## src/hw/rtl/utf16_to_cp1252_encoder_defines.svh

```systemverilog
// assertion macros for the utf16 to cp1252 encoder
// no dependencies; included by the top level only
`ifndef UTF16_TO_CP1252_ENCODER_DEFINES_SVH
`define UTF16_TO_CP1252_ENCODER_DEFINES_SVH

// clocked assertion with synchronous active-low reset disable
`define U16CP_ASSERT_CLK(label, clk, rst_n, prop, msg) \
    label: assert property (@(posedge clk) disable iff (!rst_n) prop) else $error(msg);

// assertion on the block clock i_clk and reset i_rst_n
`define U16CP_ASSERT(label, prop, msg) \
    label: assert property (@(posedge i_clk) disable iff (!i_rst_n) prop) else $error(msg);

`endif

```

## src/hw/rtl/u16cp_pkg.sv

```systemverilog
// shared types, constants and the reverse lookup for the utf16 to cp1252 encoder
// no dependencies
`default_nettype none

package u16cp_pkg;

    localparam int QDEPTH = 2;
    localparam int QPTR_W = $clog2(QDEPTH);
    localparam int QCNT_W = $clog2(QDEPTH + 1);

    localparam logic [15:0] HIGH_SUR_LO = 16'hD800;
    localparam logic [15:0] HIGH_SUR_HI = 16'hDBFF;
    localparam logic [15:0] LOW_SUR_LO  = 16'hDC00;
    localparam logic [15:0] LOW_SUR_HI  = 16'hDFFF;
    localparam logic [15:0] C1_LO       = 16'h0080;
    localparam logic [15:0] LATIN_LO    = 16'h00A0;
    localparam logic [15:0] LATIN_HI    = 16'h00FF;
    localparam logic [7:0]  REPL_RESET  = 8'h3F;
    localparam logic [7:0]  HIGH_BASE   = 8'h80;

    localparam logic [15:0] HIGH_MAP [32] = '{
        16'h20AC, 16'h0081, 16'h201A, 16'h0192, 16'h201E, 16'h2026, 16'h2020, 16'h2021,
        16'h02C6, 16'h2030, 16'h0160, 16'h2039, 16'h0152, 16'h008D, 16'h017D, 16'h008F,
        16'h0090, 16'h2018, 16'h2019, 16'h201C, 16'h201D, 16'h2022, 16'h2013, 16'h2014,
        16'h02DC, 16'h2122, 16'h0161, 16'h203A, 16'h0153, 16'h009D, 16'h017E, 16'h0178
    };

    // one queued operation: an optional leading replacement byte, then one byte
    typedef struct packed {
        logic       two;
        logic [7:0] data;
        logic       rep;
        logic       eos;
    } t_op;

    typedef struct packed {
        logic full;
        logic empty;
    } t_q_stat;

    typedef struct packed {
        logic       hit;
        logic [7:0] data;
    } t_lookup;

    function automatic t_lookup lookup_byte(input logic [15:0] u);
        t_lookup r;
        r.hit  = 1'b0;
        r.data = u[7:0];
        if (u < C1_LO || (u >= LATIN_LO && u <= LATIN_HI)) begin
            r.hit = 1'b1;
        end else begin
            for (int i = 0; i < 32; i++) begin
                if (HIGH_MAP[i] == u) begin
                    r.hit  = 1'b1;
                    r.data = HIGH_BASE | 8'(i);
                end
            end
        end
        return r;
    endfunction

endpackage

`default_nettype wire

```

## src/hw/rtl/u16cp_front.sv

```systemverilog
// front end: accepts code units, tracks the held high surrogate, classifies
// depends on u16cp_pkg
`default_nettype none

module u16cp_front
    import u16cp_pkg::*;
(
    input  wire logic        i_clk,
    input  wire logic        i_rst_n,
    input  wire logic        i_in_valid,
    output logic             o_in_ready,
    input  wire logic [15:0] i_code_unit,
    input  wire logic        i_end_of_string,
    input  wire logic [7:0]  i_repl,
    input  wire t_q_stat     i_q_stat,
    output logic             o_push,
    output t_op              o_op
);

    logic    r_pending;
    logic    n_pending;
    logic    accept;
    logic    is_high;
    logic    is_low;
    logic    hold_new;
    logic    want_push;
    t_lookup lk;
    t_op     single;

    assign o_in_ready = !i_q_stat.full;
    assign accept     = i_in_valid && o_in_ready;
    assign is_high    = i_code_unit >= HIGH_SUR_LO && i_code_unit <= HIGH_SUR_HI;
    assign is_low     = i_code_unit >= LOW_SUR_LO && i_code_unit <= LOW_SUR_HI;
    assign hold_new   = is_high && !i_end_of_string;
    assign lk         = lookup_byte(i_code_unit);

    always_comb begin
        single.two  = 1'b0;
        single.data = lk.hit ? lk.data : i_repl;
        single.rep  = !lk.hit;
        single.eos  = i_end_of_string;

        o_op      = single;
        want_push = 1'b1;
        n_pending = 1'b0;
        if (r_pending) begin
            if (is_low) begin
                // surrogate pair completes: one replacement
                o_op.data = i_repl;
                o_op.rep  = 1'b1;
            end else if (hold_new) begin
                // unpaired high replaced, new high held
                o_op.data = i_repl;
                o_op.rep  = 1'b1;
                o_op.eos  = 1'b0;
                n_pending = 1'b1;
            end else begin
                o_op.two = 1'b1;
            end
        end else if (hold_new) begin
            want_push = 1'b0;
            n_pending = 1'b1;
        end
    end

    assign o_push = accept && want_push;

    always_ff @(posedge i_clk) begin
        if (!i_rst_n) begin
            r_pending <= 1'b0;
        end else if (accept) begin
            r_pending <= n_pending;
        end
    end

endmodule

`default_nettype wire

```

## src/hw/rtl/u16cp_queue.sv

```systemverilog
// two-entry operation queue between the front and the back end
// depends on u16cp_pkg
`default_nettype none

module u16cp_queue
    import u16cp_pkg::*;
(
    input  wire logic  i_clk,
    input  wire logic  i_rst_n,
    input  wire logic  i_push,
    input  wire t_op   i_op,
    input  wire logic  i_pop,
    output t_op        o_head,
    output t_q_stat    o_stat
);

    t_op                r_mem [QDEPTH];
    logic [QPTR_W-1:0]  r_wr_ptr;
    logic [QPTR_W-1:0]  r_rd_ptr;
    logic [QCNT_W-1:0]  r_count;

    assign o_head       = r_mem[r_rd_ptr];
    assign o_stat.full  = r_count == QCNT_W'(QDEPTH);
    assign o_stat.empty = r_count == '0;

    always_ff @(posedge i_clk) begin
        if (i_push) begin
            r_mem[r_wr_ptr] <= i_op;
        end
    end

    always_ff @(posedge i_clk) begin
        if (!i_rst_n) begin
            r_wr_ptr <= '0;
            r_rd_ptr <= '0;
            r_count  <= '0;
        end else begin
            if (i_push) begin
                r_wr_ptr <= (r_wr_ptr == QPTR_W'(QDEPTH - 1)) ? '0 : r_wr_ptr + 1'b1;
            end
            if (i_pop) begin
                r_rd_ptr <= (r_rd_ptr == QPTR_W'(QDEPTH - 1)) ? '0 : r_rd_ptr + 1'b1;
            end
            if (i_push && !i_pop) begin
                r_count <= r_count + 1'b1;
            end else if (!i_push && i_pop) begin
                r_count <= r_count - 1'b1;
            end
        end
    end

endmodule

`default_nettype wire

```

## src/hw/rtl/u16cp_back.sv

```systemverilog
// back end: expands queued operations into bytes, keeps the sticky replaced flag
// depends on u16cp_pkg
`default_nettype none

module u16cp_back
    import u16cp_pkg::*;
(
    input  wire logic       i_clk,
    input  wire logic       i_rst_n,
    input  wire t_op        i_head,
    input  wire t_q_stat    i_q_stat,
    input  wire logic [7:0] i_repl,
    output logic            o_pop,
    output logic            o_out_valid,
    input  wire logic       i_out_ready,
    output logic [7:0]      o_out_byte,
    output logic            o_last_of_item,
    output logic            o_last_of_string,
    output logic            o_any_replaced
);

    logic       r_valid;
    logic       r_second;
    logic       r_seen;
    logic [7:0] r_byte;
    logic       r_last_item;
    logic       r_last_str;
    logic       r_any;

    logic       load;
    logic       emit;
    logic [7:0] n_byte;
    logic       n_rep;
    logic       n_last_item;
    logic       n_last_str;
    logic       n_any;

    assign load = !r_valid || i_out_ready;
    assign emit = load && !i_q_stat.empty;

    always_comb begin
        if (!r_second && i_head.two) begin
            // leading replacement for an unpaired high surrogate
            n_byte      = i_repl;
            n_rep       = 1'b1;
            n_last_item = 1'b0;
            n_last_str  = 1'b0;
        end else begin
            n_byte      = i_head.data;
            n_rep       = i_head.rep;
            n_last_item = 1'b1;
            n_last_str  = i_head.eos;
        end
        n_any = r_seen || n_rep;
    end

    assign o_pop = emit && (r_second || !i_head.two);

    always_ff @(posedge i_clk) begin
        if (!i_rst_n) begin
            r_valid  <= 1'b0;
            r_second <= 1'b0;
            r_seen   <= 1'b0;
        end else if (load) begin
            r_valid <= emit;
            if (emit) begin
                r_second <= !r_second && i_head.two;
                r_seen   <= n_last_str ? 1'b0 : n_any;
            end
        end
    end

    always_ff @(posedge i_clk) begin
        if (emit) begin
            r_byte      <= n_byte;
            r_last_item <= n_last_item;
            r_last_str  <= n_last_str;
            r_any       <= n_any;
        end
    end

    assign o_out_valid      = r_valid;
    assign o_out_byte       = r_byte;
    assign o_last_of_item   = r_last_item;
    assign o_last_of_string = r_last_str;
    assign o_any_replaced   = r_any;

endmodule

`default_nettype wire

```

## src/hw/rtl/utf16_to_cp1252_encoder.sv

```systemverilog
// top level of the utf16 to cp1252 encoder: replacement register and assertions
// depends on u16cp_pkg, u16cp_front, u16cp_queue, u16cp_back and the defines header
//
// usage:
//   input channel (i_in_valid / o_in_ready) takes one utf16 code unit per transaction,
//   with i_end_of_string on the last unit of a string.
//   output channel (o_out_valid / i_out_ready) gives one cp1252 byte per transaction,
//   with last-of-item, last-of-string and the sticky any-replaced flag.
//   config channel (i_cfg_valid / o_cfg_ready) writes the replacement byte; always
//   ready, write only while the block is idle.
// path: an accepted code unit is written into the queue, then loaded into the output register.
// throughput: one code unit per cycle while the queue is not full; a unit other than a low
//   surrogate or a non-final high that follows a held high gives two bytes, a leading
//   replacement and then its own byte. a high surrogate not at string end gives no byte
//   until the next unit arrives.
// the rate is set by the single output register, fed from a two-entry queue.
// reset: clears the held surrogate, the replaced flag, the queue and the output;
//   the replacement byte returns to 0x3f.
// when the receiver stalls, the output register holds, the queue fills and
//   o_in_ready drops once two operations are waiting.
`default_nettype none
`include "utf16_to_cp1252_encoder_defines.svh"

module utf16_to_cp1252_encoder
    import u16cp_pkg::*;
(
    input  wire logic        i_clk,
    input  wire logic        i_rst_n,
    input  wire logic        i_in_valid,
    output logic             o_in_ready,
    input  wire logic [15:0] i_code_unit,
    input  wire logic        i_end_of_string,
    output logic             o_out_valid,
    input  wire logic        i_out_ready,
    output logic [7:0]       o_out_byte,
    output logic             o_last_of_item,
    output logic             o_last_of_string,
    output logic             o_any_replaced,
    input  wire logic        i_cfg_valid,
    output logic             o_cfg_ready,
    input  wire logic [7:0]  i_cfg_data
);

    logic [7:0] r_repl;
    logic       push;
    logic       pop;
    t_op        op;
    t_op        head;
    t_q_stat    q_stat;

    assign o_cfg_ready = 1'b1;

    always_ff @(posedge i_clk) begin
        if (!i_rst_n) begin
            r_repl <= REPL_RESET;
        end else if (i_cfg_valid && o_cfg_ready) begin
            r_repl <= i_cfg_data;
        end
    end

    u16cp_front u_front (
        .i_clk           (i_clk),
        .i_rst_n         (i_rst_n),
        .i_in_valid      (i_in_valid),
        .o_in_ready      (o_in_ready),
        .i_code_unit     (i_code_unit),
        .i_end_of_string (i_end_of_string),
        .i_repl          (r_repl),
        .i_q_stat        (q_stat),
        .o_push          (push),
        .o_op            (op)
    );

    u16cp_queue u_queue (
        .i_clk   (i_clk),
        .i_rst_n (i_rst_n),
        .i_push  (push),
        .i_op    (op),
        .i_pop   (pop),
        .o_head  (head),
        .o_stat  (q_stat)
    );

    u16cp_back u_back (
        .i_clk            (i_clk),
        .i_rst_n          (i_rst_n),
        .i_head           (head),
        .i_q_stat         (q_stat),
        .i_repl           (r_repl),
        .o_pop            (pop),
        .o_out_valid      (o_out_valid),
        .i_out_ready      (i_out_ready),
        .o_out_byte       (o_out_byte),
        .o_last_of_item   (o_last_of_item),
        .o_last_of_string (o_last_of_string),
        .o_any_replaced   (o_any_replaced)
    );

    // string end only ever falls on the last byte of an item
    `U16CP_ASSERT(a_eos_on_item_end, o_out_valid && o_last_of_string |-> o_last_of_item, "last_of_string without last_of_item")
    // the leading byte of a two-byte item is always a replacement
    `U16CP_ASSERT(a_lead_is_repl, o_out_valid && !o_last_of_item |-> o_any_replaced, "leading byte not flagged as replaced")
    // queue status is consistent and never pops from empty
    `U16CP_ASSERT(a_queue_sane, !(q_stat.full && q_stat.empty) && !(pop && q_stat.empty), "queue status inconsistent")

endmodule

`default_nettype wire
```

## config.mk

```make
export PLATFORM = sky130hd
export DESIGN_NAME = utf16_to_cp1252_encoder
export DESIGN_NICKNAME = d
export VERILOG_FILES = /design/src/hw/rtl/u16cp_pkg.sv /design/src/hw/rtl/u16cp_front.sv /design/src/hw/rtl/u16cp_queue.sv /design/src/hw/rtl/u16cp_back.sv /design/src/hw/rtl/utf16_to_cp1252_encoder.sv
export VERILOG_INCLUDE_DIRS = /design/src /design/src/hw/rtl
export SDC_FILE = /design/constraint.sdc
export NUM_CORES = 1
export LEC_CHECK = 0
export BUFFER_PORTS_ARGS = -buffer_cell sky130_fd_sc_hd__clkbuf_2
export CAP_MARGIN = 20
export CORE_UTILIZATION = 57
export DETAILED_ROUTE_END_ITERATION = 7
export PLACE_DENSITY = 0.77
export REMOVE_ABC_BUFFERS = 1
export SLEW_MARGIN = 20
export SYNTH_ARGS = -nofsm -noshare
export SYNTH_HDL_FRONTEND = slang
export SYNTH_SLANG_ARGS = --single-unit
```

## constraint.sdc

```tcl
create_clock -name i_clk -period 2.8 [get_ports i_clk]
set_input_delay 0 -clock i_clk [delete_from_list [all_inputs] [get_ports i_clk]]
set_output_delay 0 -clock i_clk [all_outputs]
set_load 0.02 [all_outputs]
```

==> impl_results.md, run 1 <==
* RSZ-0062 raised after global routing: false
* Critical path data required time at approximately 2.9 ns
* Post-DP Area at roughly 3400 um2
* Yosys reg bits at 50
* CP max FO at 5
* Flop pwr share at 0.471
* Post-synth EDFFs at 33
* Ys async rst share at 0
* NetSw at 0.000711 W
* Final setup fails at 0
* Hold_sp: i_rst_n
* Int Pwr at roughly 0.0015 W
* Worst Hold Path Cells at 2
* Post-synthesis sequential area ratio at 0.436
* DR top layer: met4
* WP data arrival at 2.45 ns
* Die height at ~75 um
* Most common cell in the synthesized netlist: edfxtp_1
* Worst Hold Class: input pin to register
* DRT Pass-1 Iters at 5
* Via density at around 6.2
* Layout cells sized above 1 at 0.216
* Syn. warnings at 0
* Worst hold slack at just under 0.08 ns
* Clk sink count at 50
* Crit Path Category: input pin to register
* R2R cell count at 8
* Initial DRC Count at 138
* Post-route met1 wirelength at between 3000 and 4000 um
* GRT overflow at 0
* Fmax at ~420 MHz
* Routed wire length at approximately 7800 um
* Final nets at 400
* Final HPWL DP at roughly 5700 um
* Skew-Pair Late Insertion Delay at around 0.30 ns
* Setup tns final at 0 ns
* Placement row count at 26
* Total CTS buffers at 5
* Post-synthesis area per instance at 9.64 um2
* Logic pwr share at 0.307
* Area contributors post-synth: edfxtp_1, dfxtp_1, mux2i_1, nand2_1, nor2_1
* Post-synth top area cell: edfxtp_1
* Ys flop type: edfxtp_1
* CP Cell Sequence: clkbuf_2, nor4b_1, nand2_1, o32ai_1, a22oi_1, a211oi_1, o21ai_1, mux2_1
* Synth top cells by count: edfxtp_1, nand2_1, nor2_1, mux2i_1, dfxtp_1
* Area Growth Syn to Fin at 16.8%
* Routed length on met2 at between 3000 and 4000 um
* Vias in the first global route at about 2500
* CP peak stage delay at ~0.74 ns
* Port Buf Inserts at between 40 and 50
* Clock Path Buffers at 2
* TritonCTS clock tree: built
* Initial antenna violation count at 0
* First-pass GRT wire length at 12200 um
* Drt drc at 0
* Core region area at between 5000 and 6000 um2
* Hold buffer count at cts at 9
* # diodes at 0
* Leakage at ~1.3 nW
* Slew HR at 0.448
* Width of the die at between 70 and 80 um
* Post-synth top area share at 0.324
* # resized after CTS at 0
* Die ar. at between 5000 and 6000 um2
* Pin count of the biggest net entering global routing at 21
* Ports at 44
* Wirelength per Cell at about 18 um
* Post-Syn Area at about 3000 um2
* WHS Endpoint: r_repl[3]$_SDFFE_PN1P_
* Cell count after synthesis at 317
* Setup Buffers After CTS at 0
* Root Buffer: clkbuf_8
* Initial Util at 0.594
* Synth cell types at between 60 and 70
* Clock Skews at between 0.008 and 0.009 ns
* R2R Setup Slk at between 0.8 and 0.9 ns
* Sw Share at 0.321
* Worst setup EP type: register
* MaxCap Viol Count at 0
* Fin crit share at 0.857
* Worst-path clk slew at ~0.080 ns
* Detailed-route via count at between 2000 and 3000
* H-tree depth at 2
* Worst-Margin Slew at 0.817 ns
* Detail Route Antenna Nets at 0
* Status: completed
* Slew Viols, Final at 0
* Capturing point of the worst reg2reg path: u_queue.r_count[1]$_SDFFE_PN0P_
* Final hold viol count at 0
* Final GP Congestion at 0.982
* CP max-delay cell: nor4b_1
* GRT Util Overall at 0.291
* Met3 wire length at roughly 420 um
* Pwr Density at 620 nW/um2
* CP Launch Type: input pin
* Maximum VDD drop at a little over 0.0004 V
* Final min period at about 2.4 ns
* Design area at 3570 um2
* Clock power frac at 0.223
-- cell type report --
cell class,count,area (um2)
Timing Repair Buffer,66,413
Clock buffer,5,68.8
Fill cell,406,1570
Tap cell,70,87.6
Multi-Input combinational cell,242,1610
Inverter,4,15.0
Clock inverter,3,40.0
Sequential cell,50,1330
-- stage by stage --
stage	total power, W	cells	setup WS, ns	utilization
after floorplan	0.00147	296	0.436	-
after global placement	0.00169	423	0.226	0.656
after detailed placement	0.00172	423	0.155	0.656
after CTS	0.00222	440	0.476	0.694
after global routing	0.00234	440	0.251	0.694
final	0.00221	440	0.400	0.694
-- how the worst max path moves through the flow --
stage                     from                               to  slack [ns]  depth (start not counted)
2_1_floorplan         register  u_queue.r_count[1]$_SDFFE_PN0P_        0.44                          7
3_3_place_gp   i_code_unit[15]    u_queue.r_mem[0][2]$_DFFE_PP_        0.23                          8
3_5_place_dp    i_code_unit[3]    u_queue.r_mem[0][4]$_DFFE_PP_        0.15                          8
4_1_cts         i_code_unit[3]    u_queue.r_mem[0][4]$_DFFE_PP_        0.48                          8
5_1_grt         i_code_unit[3]    u_queue.r_mem[0][4]$_DFFE_PP_        0.25                          8
6_report       i_code_unit[15]    u_queue.r_mem[0][2]$_DFFE_PP_        0.40                          8
-- routing by layer --
metal	GRT usage	up-vias
met3	0.0455	33
met1	0.355	1272
li1	-	1297
met5	0	-
met2	0.496	129
met4	0.156	0
-- layout by cell type (no fill, tap or decap), drive strengths merged, types with 4 or more instances in the layout --
cell type / synthesis / routed
buf: 8 / 15
nand2b: 8 / 8
or4: 8 / 8
nor2b: 9 / 9
nand4: 5 / 5
a21oi: 10 / 10
nand3: 7 / 7
nor2: 28 / 28
dlygate4sd3: 0 / 9
or3: 5 / 5
inv: 4 / 4
clkbuf: 13 / 47
nand3b: 4 / 4
nand2: 28 / 28
o21ai: 18 / 18
and2: 5 / 5
nor4: 8 / 8
mux2i: 20 / 20
nor3: 14 / 14
dfxtp: 17 / 17
edfxtp: 33 / 33
-- registers in the layout (all words and copies together), names as in the netlist, 2 cells and up, named ones only --
name / cells
r_repl: 8
u_back.o_out_byte: 8
u_queue.r_mem: 22
u_queue.r_count: 2
-- worst max-delay path, delay by kind of cell --
kind	cells	cell delay, ns
AOI/OAI and AO/OA	4	1.01
buffers and inverters	1	0.11
muxes	1	0.31
and+or+nand+nor	2	1.01
-- power by group through the flow --
stage	combinational [W]	clock (W)	sequential (W)
after floorplan	0.000305	0	0.00116
after global placement	0.000641	0	0.00105
after detailed placement	0.000664	0	0.00106
after CTS	0.000677	0.000500	0.00104
after global routing	0.000742	0.000532	0.00107
final	0.000679	0.000492	0.00104
-- logic make-up after synthesis --
family	synth area share
flip-flops	0.436
other	0.00123
buffers and inverters	0.0364
AND/OR/NAND/NOR	0.294
adder cells (fa/ha/maj)	0.00409
multiplexers	0.0766
AO/OA/AOI/OAI	0.138
XOR/XNOR	0.0143
(Power assumes the default switching activity.)
==> run 2, diff against run 1 <==
--- a/config.mk
+++ b/config.mk
@@ -8,9 +8,9 @@
 export LEC_CHECK = 0
 export BUFFER_PORTS_ARGS = -buffer_cell sky130_fd_sc_hd__clkbuf_2
 export CAP_MARGIN = 20
-export CORE_UTILIZATION = 57
+export CORE_UTILIZATION = 50
 export DETAILED_ROUTE_END_ITERATION = 7
-export PLACE_DENSITY = 0.77
+export PLACE_DENSITY = 0.68
 export REMOVE_ABC_BUFFERS = 1
 export SLEW_MARGIN = 20
 export SYNTH_ARGS = -nofsm -noshare
==> run 2 against run 1 <==
Sequential power hardly changed. Sequential cell count stayed put. The flow now finishes with violations (DRC). Critical path depth stayed put. Maximum frequency is 2.4% higher. Power is 4.1% lower. Non-clock buffer count is 2 higher. Clock-buffer cell count is 2 higher. Core utilization is 9.1 points lower. Clock power is 16% lower. Final cell count is 1.6% higher. Die area is 14% higher.
==> impl_results.md, run 2 (synthesis gave the netlist of run 1 again) <==
* TritonCTS clock tree: built
* Most common cell after layout, fill and taps aside: clkbuf_2
* Initial antenna violation count at 0
* Wirelength per Cell at 16.5 um
* Fin crit share at 0.837
* Placement row count at 28
* Vias in the first global route at about 2500
* Fillers at approximately 520
* Drt drc at 1
* Final HPWL DP at 5690 um
* Clock Path Buffers at 2
* CP Launch Type: input pin
* Final setup fails at 0
* Clk sink count at 50
* Core region area at around 6000 um2
* CP Cell Sequence: clkbuf_2, or4b_1, or4_4, o32ai_2, nor4_1, nand4_2, nor3_2, mux2_1
* Cell count along the critical path at 8
* Slew HR at 0.533
* Area Growth Syn to Fin at 16.9%
* Max reg flops at 22
* Via density at between 6 and 7
* DRT Pass-1 Iters at 6
* # diodes at 0
* Detailed-route via count at between 2000 and 3000
* Setup Buffers After CTS at 0
* Total CTS buffers at 5
* Crit Path Category: input pin to register
* GRT Util Overall at 0.239
* Maximum VDD drop at around 0.00057 V
* MaxCap Viol Count at 0
* R2R cell count at 8
* Die ar. at 6430 um2
* Clock Skews at ~0.0029 ns
* Worst hold slack at 0.0759 ns
* Ports at 44
* Worst Hold Path Cells at 2
* Layout cells sized above 1 at 0.218
* Critical path data required time at around 2.8 ns
* Leakage at approximately 1.3 nW
* Initial Util at 0.516
* Worst-path clk slew at around 0.080 ns
* Largest reg by FF count: u_queue.r_mem
* Non-Filler Instances at between 400 and 500
* First-pass GRT wire length at between 10000 and 15000 um
* Critical path buffers and inverters at 1
* Crit path max-delay family: simple AND/OR/NAND/NOR gates
* Status: complete, but fails checks
* Final GP Congestion at 0.958
* Initial DRC Count at roughly 150
* GRT overflow at 0
* Root Buffer: clkbuf_8
* Final nets at 402
* Slew Viols, Final at 0
* Pwr Density at slightly below 600 nW/um2
* Failing checks: DRC
* Setup tns final at 0 ns
* CP max-delay cell: or4b_1
* Routed wire length at 7360 um
* Skew-Pair Late Insertion Delay at just under 0.3 ns
* CP max FO at 8
* RSZ-0062 raised after global routing: false
* Pin count of the biggest net entering global routing at 21
* Worst Hold Class: input pin to register
* CP peak stage delay at between 0.6 and 0.7 ns
* H-tree depth at 2
* Worst-Margin Slew at 0.691 ns
* Width of the die at between 80 and 90 um
* Most frequent cells in the layout: clkbuf_2, edfxtp_1, nor2_1, nand2_1, mux2i_1
* Final min period at roughly 2.3 ns
* WP data arrival at between 2 and 2.5 ns
* DP Cell Count at between 400 and 500
* Worst setup EP type: register
* Port Buf Inserts at 42
* Detail Route Antenna Nets at 0
* Fmax at 427 MHz
* Final hold viol count at 0
* Die height at roughly 80 um
run 2: final cells by class:
cell class,instances,area [um2],share of cell area
Clock buffer,7,86.3,0.0242
Clock inverter,1,5.00,0.00140
Inverter,4,15.0,0.00420
Multi-Input combinational cell,242,1610,0.451
Sequential cell,50,1330,0.373
Tap cell,75,93.8,0.0263
Timing Repair Buffer,68,428,0.120
run 2: path summary, 6_finish.rpt:
check / start / end / slack, ns
min reg2reg: u_back.r_seen$_SDFFE_PN0P_ / u_back.r_seen$_SDFFE_PN0P_ / 0.50
min: i_rst_n / r_repl[0]$_SDFFE_PN1P_ / 0.08
max: i_code_unit[11] / u_queue.r_mem[1][4]$_DFFE_PP_ / 0.46
max reg2reg: register / u_queue.r_count[1]$_SDFFE_PN0P_ / 0.87
run 2: per-layer routing:
layer  global-route usage  wire, um  vias to the layer above
met1                0.291      3140                     1242
met3               0.0307       339                       25
li1                     -         -                     1304
met5                    0         0                        -
met4                0.123       302                        0
met2                0.412      3580                      118
run 2: power by group:
part	internal (W)	total (W)	switching (W)
clock network	0.000199	0.000413	0.000214
registers	0.000981	0.00104	0.0000566
logic	0.000258	0.000670	0.000413
total	0.00144	0.00212	0.000683
run 2: repair_timing:
item,CTS,global route
hold buffers,9,0
gates resized for setup,0,0
hold endpoints to repair,10,0
run 2: through the flow:
stage | utilization | cell area (um2) | total power [W] | setup slack (ns)
2_1_floorplan | - | 2960 | 0.00147 | 0.436
3_3_place_gp | 0.573 | 3390 | 0.00170 | 0.200
3_5_place_dp | 0.573 | 3390 | 0.00172 | 0.159
4_1_cts | 0.603 | 3570 | 0.00213 | 0.472
5_1_grt | 0.603 | 3570 | 0.00224 | 0.320
6_report | 0.603 | 3570 | 0.00212 | 0.456
==> run 3, diff against run 2 <==
--- a/config.mk
+++ b/config.mk
@@ -6,6 +6,7 @@
 export SDC_FILE = /design/constraint.sdc
 export NUM_CORES = 1
 export LEC_CHECK = 0
+export ABC_AREA = 1
 export BUFFER_PORTS_ARGS = -buffer_cell sky130_fd_sc_hd__clkbuf_2
 export CAP_MARGIN = 20
 export CORE_UTILIZATION = 50
==> constraint.sdc (replaced) <==
create_clock -name i_clk -period 2.25 [get_ports i_clk]
set_input_delay 0 -clock i_clk [delete_from_list [all_inputs] [get_ports i_clk]]
set_output_delay 0 -clock i_clk [all_outputs]
set_load 0.02 [all_outputs]
==> run 3 against run 2 <==
Largest cell class unchanged. Synthesized area is 3.4% lower. The flow now finishes without violations. First-iteration DRC count is 8.1% lower. Global-route usage rose by 2.1 points. Sequential share of layout area increased by 1.7 points. Final cell count increased by 14%. Power rose by 35%. Clock skew grew 0.0050 ns.
==> impl_results.md, run 3 <==
* Setup tns final at 0 ns
* Maximum VDD drop at ~0.00063 V
* Routed wire length at between 7000 and 8000 um
* Placement row count at 27
* Synth cell types at 42
* Initial Util at 0.527
* Area Growth Syn to Fin at 15.7%
* Total power of the final layout at 0.00286 W
* Post-synth EDFFs at 33
* H-tree depth at 2
* Port Buf Inserts at 42
* # diodes at 0
* Detail Route Antenna Nets at 0
* Setup Slack @ Placement at 0.287 ns
* CP Launch Type: register
* Layer carrying the most global-route usage: met2
* Final setup fails at 0
* Skew-Pair Late Insertion Delay at roughly 0.30 ns
* Worst-Margin Slew at roughly 0.99 ns
* Slew HR at 0.340
* Width of the die at ~79 um
* CP max FO at 6
* Layout cells sized above 1 at 0.205
* Area contributors post-synth: edfxtp_1, nand2_1, dfxtp_1, nor2_1, inv_1
* Clk sink count at 50
* Clock Path Buffers at 2
* Fillers at 527
* Hold_sp: i_out_ready
* Initial antenna violation count at 0
* Total CTS buffers at 5
* GRT overflow at 0
* Final HPWL DP at approximately 5900 um
* Status: completed
* Final GP Congestion at ~0.98
* Most common cell in the synthesized netlist: nand2_1
* CP max-delay cell: dfxtp_1
* Core Util, Final at 0.609
* Core region area at between 5000 and 6000 um2
* Die height at between 70 and 80 um
* Synth top cells by count: nand2_1, nor2_1, inv_1, edfxtp_1, nand3_1
* Clock Skews at 0.00784 ns
* Worst-path clk slew at ~0.080 ns
* Ys async rst share at 0
* RSZ-0062 raised after global routing: false
* Die ar. at 6220 um2
* MaxCap Viol Count at 0
* Post-synth top area share at 0.336
* Ys flop type: edfxtp_1
* Worst Hold Class: input pin to register
* Final Worst Setup Slack at 0.307 ns
* CP startpoint: u_queue.r_count[0]$_SDFFE_PN0P_
* CP peak stage delay at a little over 0.3 ns
* Final nets at around 470
* Post-synth top area cell: edfxtp_1
* Post-synthesis area per instance at roughly 7.7 um2
* Pwr Density at 838 nW/um2
* Vias in the first global route at 2556
* Slew Viols, Final at 0
* First-pass GRT wire length at 12200 um
* Fin crit share at 0.863
* Post-Syn Area at 2950 um2
* Cell count after synthesis at 383
* DP Cell Count at 493
* Leakage at about 1.5 nW
* Global routing usage on met3 at 0.0379
* Initial DRC Count at 136
* Non-Filler Instances at 510
* Worst R2R Start: u_queue.r_count[0]$_SDFFE_PN0P_
* Met2 GRT Util at 0.446
* Most frequent cells in the layout: nand2_1, nor2_1, inv_1
* Crit Path Category: register to register
* Root Buffer: clkbuf_8
* Wirelength per Cell at 14.8 um
* Fmax at 515 MHz
* Detailed-route via count at approximately 2700
* Yosys reg bits at 50
* Met1 Use GR at 0.300
* Final hold viol count at 0
* Most common cell after layout, fill and taps aside: nand2_1
* Post-synthesis sequential area ratio at 0.451
* Max reg flops at 22
* Via density at approximately 5.3
* TritonCTS clock tree: built
* Largest reg by FF count: u_queue.r_mem
* GRT Util Overall at 0.260
* Drt drc at 0
* Setup Buffers After CTS at 0
* WP data arrival at 2.13 ns
* Worst setup EP type: register
* Syn. warnings at 0
* Ports at 44
* DRT Pass-1 Iters at 5
* Pin count of the biggest net entering global routing at 20
* CP Cell Sequence: inv_1, a21oi_1, inv_1, nor2_1, inv_1, ha_1, a21oi_1, o21ai_0, o21ai_0, a21oi_1
* Critical path data required time at between 2 and 2.5 ns
* Final min period at approximately 1.9 ns
## run 3: worst max-delay path, delay by kind of cell (launching register included)
family | cells | cell delay, ns
adder cells (fa/ha/maj) | 1 | 0.31
AND/OR/NAND/NOR | 1 | 0.25
AO/OA/AOI/OAI | 5 | 0.70
flip-flops | 1 | 0.31
buffers and inverters | 3 | 0.27
## run 3: final timing paths
kind | endpoint | slack [ns] | cells after the start
max reg2reg | u_queue.r_count[1]$_SDFFE_PN0P_ | 0.31 | 10
max | u_queue.r_count[1]$_SDFFE_PN0P_ | 0.31 | 10
min reg2reg | u_back.r_seen$_SDFFE_PN0P_ | 0.46 | 2
min | u_back.o_out_valid$_SDFFE_PN0P_ | 0.01 | 4
## run 3: final cells by class
class	instances	area [um2]	share of cell area
clock buffer	8	90.1	0.0264
tap	72	90.1	0.0264
timing repair buffer	57	345	0.101
sequential	50	1330	0.390
inverter	56	210	0.0615
multi-input combinational	267	1350	0.395
## run 3: per-layer routing
metal	vias up	wire (um)
li1	1370	-
met1	1210	3090
met2	108	3620
met3	39	377
met4	0	488
met5	-	0
## run 3: through the flow
stage / hold WS, ns / area, um2
after floorplan: 0.0841 / 2890
after CTS: 0.00115 / 3420
after detailed placement: 0.220 / 3240
after global routing: 0.0562 / 3420
final: 0.0121 / 3420
after global placement: 0.210 / 3240
## run 3: logic make-up (layout without fill, tap and decap cells)
group,count (synthesis),count (layout),synth area share
and+or+nand+nor,210,210,0.338
buffers and inverters,66,121,0.0919
AOI/OAI and AO/OA,55,55,0.114
DFF,50,50,0.451
adders and majority gates,1,1,0.00424
other,1,1,0.00127
## run 3: timing repair
item	CTS	global route
hold buffers	9	0
resized for setup	0	0
setup endpoints to repair	0	0
hold endpoints to repair	10	0
## run 3: where the power goes
part	total, W	internal (W)	switching [W]
Sequential	0.00134	0.00127	0.0000726
Combinational	0.00100	0.000311	0.000690
Clock	0.000517	0.000251	0.000266
Total	0.00286	0.00183	0.00103
